==> src/hw/rtl/mrfp_pkg.sv <==
// Shared types and constants for the motor reply frame parser.
// Used by the deframer, the result register and the top under hw/rtl; depends on nothing else.
`timescale 1ns / 1ps
`default_nettype none
package mrfp_pkg;

	localparam int MAX_FRAME_DEF = 128;

	// framing bytes
	localparam logic [7:0] SOF_BYTE = 8'h7e;
	localparam logic [7:0] EOF_BYTE = 8'h7f;
	localparam logic [7:0] ACK_REQ_BYTE = 8'h11;

	// configuration register indexes
	localparam logic CFG_EXP_OP   = 1'b0;
	localparam logic CFG_EXP_ATTR = 1'b1;

	// operation codes, low six bits
	localparam logic [5:0] OP_RUN         = 6'h03;
	localparam logic [5:0] OP_STOP        = 6'h08;
	localparam logic [5:0] OP_ESTOP       = 6'h09;
	localparam logic [5:0] OP_BRAKE       = 6'h0a;
	localparam logic [5:0] OP_SERVO_ON    = 6'h0e;
	localparam logic [5:0] OP_SERVO_OFF   = 6'h0f;
	localparam logic [5:0] OP_ERR_INFO    = 6'h10;
	localparam logic [5:0] OP_ERR_REPORT  = 6'h11;
	localparam logic [5:0] OP_RESET_ERR   = 6'h12;
	localparam logic [5:0] OP_CHECK_CONN  = 6'h22;
	localparam logic [5:0] OP_READ        = 6'h01;
	localparam logic [5:0] OP_WRITE       = 6'h05;

	// top two operation bits that mean a positive reply
	localparam logic [1:0] TOP_ACK_A = 2'b11;
	localparam logic [1:0] TOP_ACK_B = 2'b10;

	// attribute codes
	localparam logic [15:0] ATTR_DEV_ID  = 16'h0004;
	localparam logic [15:0] ATTR_MODE    = 16'h0001;
	localparam logic [15:0] ATTR_POS     = 16'h0011;
	localparam logic [15:0] ATTR_SPEED   = 16'h0021;
	localparam logic [15:0] ATTR_WPOS    = 16'h001d;
	localparam logic [15:0] ATTR_OFFSET  = 16'h001f;
	localparam logic [15:0] ATTR_ROLL    = 16'h0022;

	// command kinds
	localparam logic [4:0] KIND_RUN         = 5'd0;
	localparam logic [4:0] KIND_STOP        = 5'd1;
	localparam logic [4:0] KIND_ESTOP       = 5'd2;
	localparam logic [4:0] KIND_BRAKE       = 5'd3;
	localparam logic [4:0] KIND_SERVO_ON    = 5'd4;
	localparam logic [4:0] KIND_SERVO_OFF   = 5'd5;
	localparam logic [4:0] KIND_ERROR_INFO  = 5'd6;
	localparam logic [4:0] KIND_RESET_ERR   = 5'd7;
	localparam logic [4:0] KIND_CHECK_CONN  = 5'd8;
	localparam logic [4:0] KIND_RD_DEV_ID   = 5'd9;
	localparam logic [4:0] KIND_RD_MODE     = 5'd10;
	localparam logic [4:0] KIND_WR_MODE     = 5'd11;
	localparam logic [4:0] KIND_RD_POS      = 5'd12;
	localparam logic [4:0] KIND_WR_POS      = 5'd13;
	localparam logic [4:0] KIND_OFFSET_ENC  = 5'd14;
	localparam logic [4:0] KIND_ROLL_SPEED  = 5'd15;
	localparam logic [4:0] KIND_RD_SPEED    = 5'd16;
	localparam logic [4:0] KIND_UNDEF       = 5'd17;

	localparam int POS_SHIFT   = 7;
	localparam int SPEED_SHIFT = 12;

	typedef struct packed {
		logic [4:0]         command_kind;
		logic signed [31:0] value;
		logic [31:0]        error_code;
		logic [7:0]         source_id;
		logic [7:0]         dest_id;
		logic [15:0]        frame_length;
		logic [15:0]        attribute_code;
		logic [7:0]         check_byte;
		logic               op_mismatch;
		logic               attr_mismatch;
		logic               nak_flag;
		logic               ack_needed;
	} reply_t;

endpackage
`default_nettype wire

==> src/hw/rtl/mrfp_in_reg.sv <==
// Input register for received bytes, one transaction deep.
// Depends on nothing but the clock and reset.
`timescale 1ns / 1ps
`default_nettype none
module mrfp_in_reg (
	input  wire logic       clk,
	input  wire logic       arst_n,
	input  wire logic       in_valid,
	output logic            in_ready,
	input  wire logic [7:0] in_byte,
	input  wire logic       take,
	output logic            valid_s1,
	output logic [7:0]      byte_s1
);

	assign in_ready = !valid_s1 || take;

	always_ff @(posedge clk or negedge arst_n) begin
		if (!arst_n) begin
			valid_s1 <= 1'b0;
		end else if (in_ready) begin
			valid_s1 <= in_valid;
		end
	end

	always_ff @(posedge clk) begin
		if (in_ready && in_valid) begin
			byte_s1 <= in_byte;
		end
	end

endmodule
`default_nettype wire

==> src/hw/rtl/mrfp_deframer.sv <==
// Frame state, positional field capture and reply classification.
// Depends on mrfp_pkg.
`timescale 1ns / 1ps
`default_nettype none
module mrfp_deframer #(
	parameter int MAX_FRAME = mrfp_pkg::MAX_FRAME_DEF
) (
	input  wire logic        clk,
	input  wire logic        arst_n,
	input  wire logic        valid_s1,
	input  wire logic [7:0]  byte_s1,
	input  wire logic [5:0]  exp_op,
	input  wire logic [15:0] exp_attr,
	input  wire logic        out_free,
	output logic             take,
	output logic             res_valid,
	output mrfp_pkg::reply_t res
);
	import mrfp_pkg::*;

	localparam int PW = $clog2(MAX_FRAME);
	localparam logic [PW-1:0] POS_SRC    = PW'(1);
	localparam logic [PW-1:0] POS_DST    = PW'(2);
	localparam logic [PW-1:0] POS_LEN_HI = PW'(3);
	localparam logic [PW-1:0] POS_LEN_LO = PW'(4);
	localparam logic [PW-1:0] POS_OP     = PW'(5);
	localparam logic [PW-1:0] POS_ATR_HI = PW'(6);
	localparam logic [PW-1:0] POS_ATR_LO = PW'(7);
	localparam logic [PW-1:0] POS_LAST   = PW'(MAX_FRAME - 1);

	logic          in_frame_q;
	logic [PW-1:0] pos_q;
	logic [7:0]    src_q;
	logic [7:0]    dst_q;
	logic [15:0]   len_q;
	logic [7:0]    op_q;
	logic [15:0]   attr_q;
	logic [31:0]   data_q;
	logic [7:0]    chk_q;

	logic          is_end;
	logic          chk_hit;
	logic          drop;
	logic          data_hit;
	logic          has_attr;
	logic [16:0]   pos_x;
	logic [7:0]    chk_now;
	logic [5:0]    op6;
	logic signed [31:0] acc_s;

	assign pos_x    = 17'(pos_q);
	assign has_attr = len_q > 16'd3;
	assign chk_hit  = (pos_q >= POS_OP) && (pos_x == ({1'b0, len_q} + 17'd3));
	assign data_hit = (len_q > 16'd5) && (pos_x <= ({1'b0, len_q} + 17'd2));
	assign drop     = pos_q >= POS_LAST;
	assign is_end   = in_frame_q && (byte_s1 == EOF_BYTE);
	assign take     = valid_s1 && (!is_end || out_free);
	assign res_valid = take && is_end;
	assign chk_now  = chk_hit ? byte_s1 : chk_q;
	assign op6      = op_q[5:0];
	assign acc_s    = signed'(data_q);

	always_ff @(posedge clk or negedge arst_n) begin
		if (!arst_n) begin
			in_frame_q <= 1'b0;
			pos_q      <= '0;
			src_q      <= '0;
			dst_q      <= '0;
			len_q      <= '0;
			op_q       <= '0;
			attr_q     <= '0;
			data_q     <= '0;
			chk_q      <= '0;
		end else if (take) begin
			if (!in_frame_q) begin
				if (byte_s1 == SOF_BYTE) begin
					in_frame_q <= 1'b1;
					pos_q      <= POS_SRC;
					src_q      <= '0;
					dst_q      <= '0;
					len_q      <= '0;
					op_q       <= '0;
					data_q     <= '0;
					chk_q      <= '0;
				end
			end else begin
				if (chk_hit) begin
					chk_q <= byte_s1;
				end
				if (is_end || drop) begin
					in_frame_q <= 1'b0;
					pos_q      <= '0;
				end else begin
					case (pos_q)
						POS_SRC:    src_q <= byte_s1;
						POS_DST:    dst_q <= byte_s1;
						POS_LEN_HI: len_q[15:8] <= byte_s1;
						POS_LEN_LO: len_q[7:0] <= byte_s1;
						POS_OP:     op_q <= byte_s1;
						POS_ATR_HI: if (has_attr) attr_q[15:8] <= byte_s1;
						POS_ATR_LO: if (has_attr) attr_q[7:0] <= byte_s1;
						default: begin
							// keep only the last four data bytes
							if (data_hit) data_q <= {data_q[23:0], byte_s1};
						end
					endcase
					pos_q <= pos_q + PW'(1);
				end
			end
		end
	end

	always_comb begin
		res.command_kind   = KIND_UNDEF;
		res.value          = acc_s;
		res.error_code     = '0;
		res.source_id      = src_q;
		res.dest_id        = dst_q;
		res.frame_length   = len_q;
		res.attribute_code = attr_q;
		res.check_byte     = (len_q < 16'd2) ? len_q[7:0] : chk_now;
		res.op_mismatch    = op6 != exp_op;
		res.attr_mismatch  = has_attr && (attr_q != exp_attr);
		res.nak_flag       = (op_q[7:6] != TOP_ACK_A) && (op_q[7:6] != TOP_ACK_B);
		res.ack_needed     = op_q == ACK_REQ_BYTE;
		unique case (op6) inside
			OP_ERR_INFO, OP_ERR_REPORT: begin
				// error frames carry the code, not a value, and raise no mismatch or NAK flags
				res.command_kind  = KIND_ERROR_INFO;
				res.value         = '0;
				res.error_code    = data_q;
				res.op_mismatch   = 1'b0;
				res.attr_mismatch = 1'b0;
				res.nak_flag      = 1'b0;
			end
			OP_RUN:        res.command_kind = KIND_RUN;
			OP_STOP:       res.command_kind = KIND_STOP;
			OP_ESTOP:      res.command_kind = KIND_ESTOP;
			OP_BRAKE:      res.command_kind = KIND_BRAKE;
			OP_SERVO_ON:   res.command_kind = KIND_SERVO_ON;
			OP_SERVO_OFF:  res.command_kind = KIND_SERVO_OFF;
			OP_RESET_ERR:  res.command_kind = KIND_RESET_ERR;
			OP_CHECK_CONN: res.command_kind = KIND_CHECK_CONN;
			OP_READ: begin
				if (attr_q == ATTR_DEV_ID) begin
					res.command_kind = KIND_RD_DEV_ID;
				end else if (attr_q == ATTR_MODE) begin
					res.command_kind = KIND_RD_MODE;
				end else if (attr_q == ATTR_POS) begin
					res.command_kind = KIND_RD_POS;
					res.value        = acc_s >>> POS_SHIFT;
				end else if (attr_q == ATTR_SPEED) begin
					res.command_kind = KIND_RD_SPEED;
					res.value        = acc_s >>> SPEED_SHIFT;
				end
			end
			OP_WRITE: begin
				if (attr_q == ATTR_MODE) begin
					res.command_kind = KIND_WR_MODE;
				end else if (attr_q == ATTR_WPOS) begin
					res.command_kind = KIND_WR_POS;
					res.value        = acc_s >>> POS_SHIFT;
				end else if (attr_q == ATTR_OFFSET) begin
					res.command_kind = KIND_OFFSET_ENC;
				end else if (attr_q == ATTR_ROLL) begin
					res.command_kind = KIND_ROLL_SPEED;
					res.value        = acc_s >>> SPEED_SHIFT;
				end
			end
			default: res.command_kind = KIND_UNDEF;
		endcase
	end

endmodule
`default_nettype wire

==> src/hw/rtl/mrfp_out_reg.sv <==
// Result register holding one reply until the consumer takes it.
// Depends on mrfp_pkg.
`timescale 1ns / 1ps
`default_nettype none
module mrfp_out_reg (
	input  wire logic              clk,
	input  wire logic              arst_n,
	input  wire logic              load,
	input  wire mrfp_pkg::reply_t  res,
	output logic                   out_free,
	output logic                   out_valid,
	input  wire logic              out_ready,
	output mrfp_pkg::reply_t       reply_q
);
	import mrfp_pkg::*;

	assign out_free = !out_valid || out_ready;

	always_ff @(posedge clk or negedge arst_n) begin
		if (!arst_n) begin
			out_valid <= 1'b0;
		end else if (out_free) begin
			out_valid <= load;
		end
	end

	always_ff @(posedge clk) begin
		if (load) begin
			reply_q <= res;
		end
	end

endmodule
`default_nettype wire

==> src/hw/rtl/motor_reply_frame_parser_top.sv <==
// Motor reply frame parser: one received byte per cycle unless stalled, one reply per frame not dropped for size.
// reply_valid rises in the cycle after the end byte is accepted.
// Throughput: one byte per cycle; an end byte waits only while the result
// register holds a reply that has not been taken.
// Reset clears frame state (hunting for start) and both expected-code registers.
`timescale 1ns / 1ps
`default_nettype none
module motor_reply_frame_parser_top #(
	parameter int MAX_FRAME = mrfp_pkg::MAX_FRAME_DEF
) (
	input  wire logic        clk,
	input  wire logic        arst_n,
	input  wire logic        cfg_we,
	input  wire logic        cfg_index,
	input  wire logic [15:0] cfg_wdata,
	input  wire logic        rx_valid,
	output logic             rx_ready,
	input  wire logic [7:0]  rx_byte,
	output logic             reply_valid,
	input  wire logic        reply_ready,
	output logic [4:0]       command_kind,
	output logic signed [31:0] value,
	output logic [31:0]      error_code,
	output logic [7:0]       source_id,
	output logic [7:0]       dest_id,
	output logic [15:0]      frame_length,
	output logic [15:0]      attribute_code,
	output logic [7:0]       check_byte,
	output logic             op_mismatch,
	output logic             attr_mismatch,
	output logic             nak_flag,
	output logic             ack_needed
);
	import mrfp_pkg::*;

	logic [5:0]  exp_op_q;
	logic [15:0] exp_attr_q;
	logic        take;
	logic        valid_s1;
	logic [7:0]  byte_s1;
	logic        res_valid;
	logic        out_free;
	reply_t      res;
	reply_t      reply_q;

	always_ff @(posedge clk or negedge arst_n) begin
		if (!arst_n) begin
			exp_op_q   <= '0;
			exp_attr_q <= '0;
		end else if (cfg_we) begin
			unique case (cfg_index)
				CFG_EXP_OP:   exp_op_q <= cfg_wdata[5:0];
				CFG_EXP_ATTR: exp_attr_q <= cfg_wdata;
				default: ;
			endcase
		end
	end

	mrfp_in_reg u_in_reg (
		.clk      (clk),
		.arst_n   (arst_n),
		.in_valid (rx_valid),
		.in_ready (rx_ready),
		.in_byte  (rx_byte),
		.take     (take),
		.valid_s1 (valid_s1),
		.byte_s1  (byte_s1)
	);

	mrfp_deframer #(
		.MAX_FRAME (MAX_FRAME)
	) u_deframer (
		.clk       (clk),
		.arst_n    (arst_n),
		.valid_s1  (valid_s1),
		.byte_s1   (byte_s1),
		.exp_op    (exp_op_q),
		.exp_attr  (exp_attr_q),
		.out_free  (out_free),
		.take      (take),
		.res_valid (res_valid),
		.res       (res)
	);

	mrfp_out_reg u_out_reg (
		.clk       (clk),
		.arst_n    (arst_n),
		.load      (res_valid),
		.res       (res),
		.out_free  (out_free),
		.out_valid (reply_valid),
		.out_ready (reply_ready),
		.reply_q   (reply_q)
	);

	assign command_kind   = reply_q.command_kind;
	assign value          = reply_q.value;
	assign error_code     = reply_q.error_code;
	assign source_id      = reply_q.source_id;
	assign dest_id        = reply_q.dest_id;
	assign frame_length   = reply_q.frame_length;
	assign attribute_code = reply_q.attribute_code;
	assign check_byte     = reply_q.check_byte;
	assign op_mismatch    = reply_q.op_mismatch;
	assign attr_mismatch  = reply_q.attr_mismatch;
	assign nak_flag       = reply_q.nak_flag;
	assign ack_needed     = reply_q.ack_needed;

	// a reply is produced only when the result register can take it
	a_load_when_free: assert property (@(posedge clk) disable iff (!arst_n)
		res_valid |-> out_free)
		else $error("reply produced while result register is busy");

	// the deframer consumes only bytes held in the input register
	a_take_needs_byte: assert property (@(posedge clk) disable iff (!arst_n)
		take |-> valid_s1)
		else $error("deframer consumed an empty input register");

	// a finished frame shows up on the reply channel in the next cycle
	a_reply_follows: assert property (@(posedge clk) disable iff (!arst_n)
		res_valid |=> reply_valid)
		else $error("finished frame did not reach the reply channel");

	// the input register is never overwritten while it holds an unconsumed byte
	a_no_overrun: assert property (@(posedge clk) disable iff (!arst_n)
		(valid_s1 && !take) |-> !rx_ready)
		else $error("input register accepted over a pending byte");

endmodule
`default_nettype wire

==> config.mk <==
export PLATFORM = sky130hd
export DESIGN_NAME = motor_reply_frame_parser_top
export DESIGN_NICKNAME = d
export VERILOG_FILES = /design/src/hw/rtl/mrfp_pkg.sv /design/src/hw/rtl/mrfp_in_reg.sv /design/src/hw/rtl/mrfp_deframer.sv /design/src/hw/rtl/mrfp_out_reg.sv /design/src/hw/rtl/motor_reply_frame_parser_top.sv
export SDC_FILE = /design/constraint.sdc
export NUM_CORES = 1
export LEC_CHECK = 0
export BUFFER_PORTS_ARGS = -buffer_cell sky130_fd_sc_hd__buf_4
export CAP_MARGIN = 20
export CORE_ASPECT_RATIO = 1.1
export CORE_MARGIN = 5
export CORE_UTILIZATION = 45
export DETAILED_ROUTE_END_ITERATION = 8
export HOLD_SLACK_MARGIN = 0.08
export PLACE_DENSITY = 0.73
export SLEW_MARGIN = 20
export SYNTH_ARGS = -nofsm -noshare
export SYNTH_HDL_FRONTEND = slang
export SYNTH_SLANG_ARGS = --single-unit
==> constraint.sdc <==
create_clock -name clk -period 5.8 [get_ports clk]
set_input_delay 1.74 -clock clk [delete_from_list [all_inputs] [get_ports clk]]
set_output_delay 1.74 -clock clk [all_outputs]
set_load 0.02 [all_outputs]
======== Yosys cells after proc, flatten, opt, wreduce, memory -nomap -nowiden ========
Index checks and enable logic that the tools add are counted.
word-level totals
  word-level logic and storage cells ...... 153
  flip-flop bits (word level) ............. 265
cells by class
  $lt $le $gt $ge ......................... 6
  muxes and demuxes ....................... 43
  reductions and logical operators ........ 29
  bitwise gates (word level) .............. 2
  add/sub/neg operators ................... 3
  equal/unequal tests ..................... 42
operator list
  operator                                                         number
  two-way mux 32 bit                                               9
  two-way mux 8 bit                                                15
  two-way mux 37 bit                                               3
  case mux 32 bit (3 select lines)                                 1
  case mux 5 bit (11 select lines)                                 1
  == test 16 x 5 -> 1 bit (second input constant)                  3
  two-way mux 16 bit                                               3
  adder 16 x 2 -> 17 bit (second input constant)                   2
  two-way mux 33 bit                                               1
  == test 16 x 6 -> 1 bit (second input constant)                  2
  == test 6 x 4 -> 1 bit (second input constant)                   5
  == test 7 x 3 -> 1 bit (second input constant)                   4
  two-way mux 7 bit                                                3
  two-way mux 5 bit                                                4
  != test 2 bit (second input constant)                            10
  AND reduction 4 bit                                              5
  == test 6 x 5 -> 1 bit (second input constant)                   3
  == test 7 x 17 -> 1 bit                                          1
  <= comparator 7 x 17 -> 1 bit                                    1
  == test 16 x 1 -> 1 bit (second input constant)                  1
  == test 16 x 3 -> 1 bit (second input constant)                  1
  == test 8 x 7 -> 1 bit (second input constant)                   2
  greater-than comparator 16 x 2 -> 1 bit (second input constant)  1
  greater-than comparator 16 x 3 -> 1 bit (second input constant)  1
  23 further kinds                                                 43

======== Depth between registers and ports, before layout ========
  depth in word-level cells ............... 7
  depth in mapped cells ................... 14
  depth with buffers taken out ............ 11

======== Hierarchy ========
A second synthesis with hierarchy kept.
second synthesis, totals
  cell total of the unflattened synthesis .. 906
  area total of the unflattened synthesis .. 12,057.8 um^2
modules (own cells, without submodules)
  module                        cells an instance  sequential area each (um^2)  instances  area an instance (um^2)
  mrfp_deframer                 714                2,602.5                      1          6,955.4
  mrfp_out_reg                  132                3,898.7                      1          3,921.3
  motor_reply_frame_parser_top  48                 550.5                        1          887.1
  mrfp_in_reg                   12                 265.3                        1          294.0

======== Least setup slack after synthesis ========
Ideal clock, no wire load.
  path kind ............................... in2reg
  from .................................... input reply_ready
  to ...................................... register, netlist name u_out_reg.reply_q[0]
  setup time .............................. 504 ps
  data required time ...................... 5,296 ps
  stages .................................. 2
  path slack .............................. 326 ps
  arrival time ............................ 4,969 ps
  path through ............................ nand2b_1 and3_1
on the way
  longest elaborated chain between the ends .. 4
ends and longest elaborated chain
  what                line                                text
  start: declaration  motor_reply_frame_parser_top.sv:20  input wire logic reply_ready,
  logical OR 1 bit    mrfp_out_reg.sv:17                  assign out_free = !out_valid || out_ready;
  logical OR 1 bit    mrfp_deframer.sv:57                 assign take = valid_s1 && (!is_end || out_free);
  logical AND 1 bit   mrfp_deframer.sv:57
  logical AND 1 bit   mrfp_deframer.sv:58                 assign res_valid = take && is_end;
  via res_valid       motor_reply_frame_parser_top.sv:41  logic res_valid;
The timed path passes the listed nets, and every way through them passes these cells.
A chain may end at the register's enable or synchronous reset.

======== Final worst setup path ========
  from .................................... register u_deframer.in_frame_q
  to ...................................... output rx_ready
on the way
  longest elaborated chain between the ends .. 5
ends and longest elaborated chain
  what                      line                                text
  start: declaration        mrfp_deframer.sv:31                 logic in_frame_q;
  start signal: assignment  mrfp_deframer.sv:65                 in_frame_q <= 1'b0;
  start signal: assignment  mrfp_deframer.sv:77                 in_frame_q <= 1'b1;
  start signal: assignment  mrfp_deframer.sv:91                 in_frame_q <= 1'b0;
  logical AND 1 bit         mrfp_deframer.sv:56                 assign is_end = in_frame_q && (byte_s1 == EOF_BYTE);
  logical NOT 1 bit         mrfp_deframer.sv:57
  logical OR 1 bit          mrfp_deframer.sv:57
  logical AND 1 bit         mrfp_deframer.sv:57
  logical OR 1 bit          mrfp_in_reg.sv:16                   assign in_ready = !valid_s1 || take;
  end: declaration          motor_reply_frame_parser_top.sv:17  output logic rx_ready,
No other way between the ends.

==> out/qor.csv <==
metric,value,unit
Min-Delay Path Class,flop to flop,
I/O Buffers,160,
# hold bufs at CTS,0,
Reg2Reg Depth,10,
Worst slew margin,0.3090,
Die Height,187.7,microns
I/O Pins,161,
hold depth,0,
maximum VDD drop,176.4,uV
Syn Nets,1096,
drt via density,5.927,
initial drt markers,749,
Initial DRT Pass Iterations,5,
final worst slack,1468,ps
worst r2r dst,u_deframer.acc_s[18],
"CTS clk-pin slew, worst paths",70,ps
most common library cells after synthesis,"137 x edfxtp_1, 128 x dfrtp_1, 69 x mux2_2",
startpoint types,flop,
largest net degree at the start of global routing,78,
Final nets,1212,
clock period minus worst slack,4332,ps
Root Buffer,clkbuf_16,
crit end category,output pin,
sequential share of the synthesized area,0.5664,
MaxCap Viol Count,0,
pre-CTS WS,1583,ps
hold_sp,u_deframer.src_q[3],
metal2 WL,16.76,mm
mean post-synth cell area,12.29,sq um
GPL Wtd Cong,0.9103,
deepest clock path buffer count,3,
Top Layer Used,met4,
WS Path Type,flop to output pin,
CP required,4060,ps
area grow syn2layout,17.07,%
Synth Register Bits,265,
Antenna diodes,0,
RSZ-0062 raised after global routing,false,
Cells after Synth,1051,
routed len/inst,21.13,microns
CP max FO,35,
layout cell share with drive strength beyond 1,0.2637,
Sink Count,265,
vias in the first global route,8943,
most common cell in the netlist,edfxtp_1,
Starting Density,0.4525,
CTS resizes,0,
"Cell Area, Synth",12920,sq um
cell taking the most area after synthesis,edfxtp_1,
site row count,65,
R2R Setup Slk,2070,ps
FF-to-FF Start,u_deframer.len_q[2],
Post-DRT Antenna Nets,0,
htree depth,1,
Worst-Skew Late Latency,540,ps
chip width,171.5,microns
Final Non-Filler Cells,1555,
postcts setup bufs,0,
DR DRC count,0,
worst slew pin tran,1037,ps
leakage,6.631,nW
gr ovfl total,0,
commonest register cell after synthesis,edfxtp_1,
Final Skew,18.16,ps
synth warn,0,
Synth cell types,84,
initial antenna violation count,0,
first-pass GRT wire length,51.39,mm
total power,4.554,mW
Synth area leaders,"edfxtp_1 32%, dfrtp_1 25%, mux2_2 6.0%",
wl on met1,13.32,mm
Vias,9217,
Max Freq,230.8,MHz
arrival time of the worst setup path,2590,ps
Post-synth EDFFs,137,
WL met3,2.091,mm
worst hold slack,447.7,ps
WHS Endpoint,u_out_reg.reply_q[55],
Final HPWL DP,22.02,mm
crit share post-route,0.7469,
Num CTS Buffers,26,
CTS tree,built,
GRT Total Usage,0.1982,
Die ar.,32200,sq um
Core Region,28550,sq um
Fin Setup TNS,0,ps
PwrDens,301.1,nW/um^2
# setup viols final,0,
"Hold Vio Cnt, Final",0,
Post-Route WL,32.86,mm
ys async rst share,0.4830,
top-area cell type share of the netlist area,0.3185,
Slew Limit Fails,0,
placed cells,1506,
status,"finished, final reports clean",
## state kept, by name, summed over array words and instances, names as in the netlist
name	count
exp_attr_q	16
exp_op_q	6
u_deframer.acc_s	32
u_deframer.attr_q	16
u_deframer.chk_q	8
u_deframer.dst_q	8
u_deframer.in_frame_q	1
u_deframer.len_q	16
u_deframer.op_q	8
u_deframer.pos_q	7
u_deframer.src_q	8
u_in_reg.byte_s1	8
u_in_reg.valid_s1	1
u_out_reg.out_valid	1
u_out_reg.reply_q	129
## critical path, cell delays in order (launching register included)
cell and delay (ps):
dfrtp_1 1000, nand2_1 160, or2_1 340, inv_1 100, nand2_1 80, nor2_1 150
inv_1 60, buf_4 150
## power by group
group	total (mW)	switching, mW	leakage (nW)	internal, mW
Clock	1.66	0.701	0.420	0.963
Sequential	2.21	0.149	3.25	2.07
Combinational	0.675	0.392	2.96	0.283
Total	4.55	1.24	6.63	3.31
## layer usage
layer	track usage	up-vias
li1	-	4193
met1	0.2680	4599
met2	0.3371	371
met3	0.02404	54
met4	0.05517	0
met5	0	-
## metrics by stage
step	utilization	instance area, sq um
2_1_floorplan	-	12920
3_3_place_gp	0.4997	14260
3_5_place_dp	0.4998	14270
4_1_cts	0.5293	15110
5_1_grt	0.5297	15120
6_report	0.5297	15120
## cell usage in the layout (no fill, tap or decap), types with 12 or more instances in the layout
cell         n
o221ai_1    32
mux2i_1     34
inv_1       17
nor2_1      55
nand4_1     16
a21o_1      27
nor3_1      13
mux2_2      69
xnor2_1     30
o21a_1      18
nand3_1     32
xor2_1      12
a22o_1      40
ha_1        15
o21ai_0     27
buf_4      164
clkbuf_16   28
dfrtp_1    128
nand2_1     47
a21oi_1     36
edfxtp_1   137
and2_1      49
## worst max path at each step
stage	from	slack (ps)	to	cells after the start
final	u_deframer.in_frame_q	1470	rx_ready	7
after detailed placement	reply_ready	1580	rx_ready	5
after floorplan	reply_ready	330	u_out_reg.reply_q[0]	2
after CTS	u_deframer.in_frame_q	1490	rx_ready	7
after global placement	reply_ready	1580	rx_ready	5
after global routing	u_deframer.in_frame_q	1250	rx_ready	7
## layout make-up
cell class / instances / area [sq um]
Sequential cell: 265 / 7317
Fill cell: 2393 / 13420
Timing Repair Buffer: 167 / 1270
Clock inverter: 9 / 70.07
Multi-Input combinational cell: 690 / 5169
Tap cell: 368 / 460.4
Clock buffer: 39 / 772.0
Inverter: 17 / 63.81
## cell families after synthesis
| kind of cell | share of synthesized area |
|---|---|
| adder cells (fa/ha/maj) | 0.01453 |
| AO/OA/AOI/OAI | 0.1420 |
| buffers and inverters | 0.03506 |
| AND/OR/NAND/NOR | 0.1200 |
| XOR/XNOR | 0.02848 |
| flip-flops | 0.5664 |
| multiplexers | 0.09347 |
(Power assumes the default switching activity.)
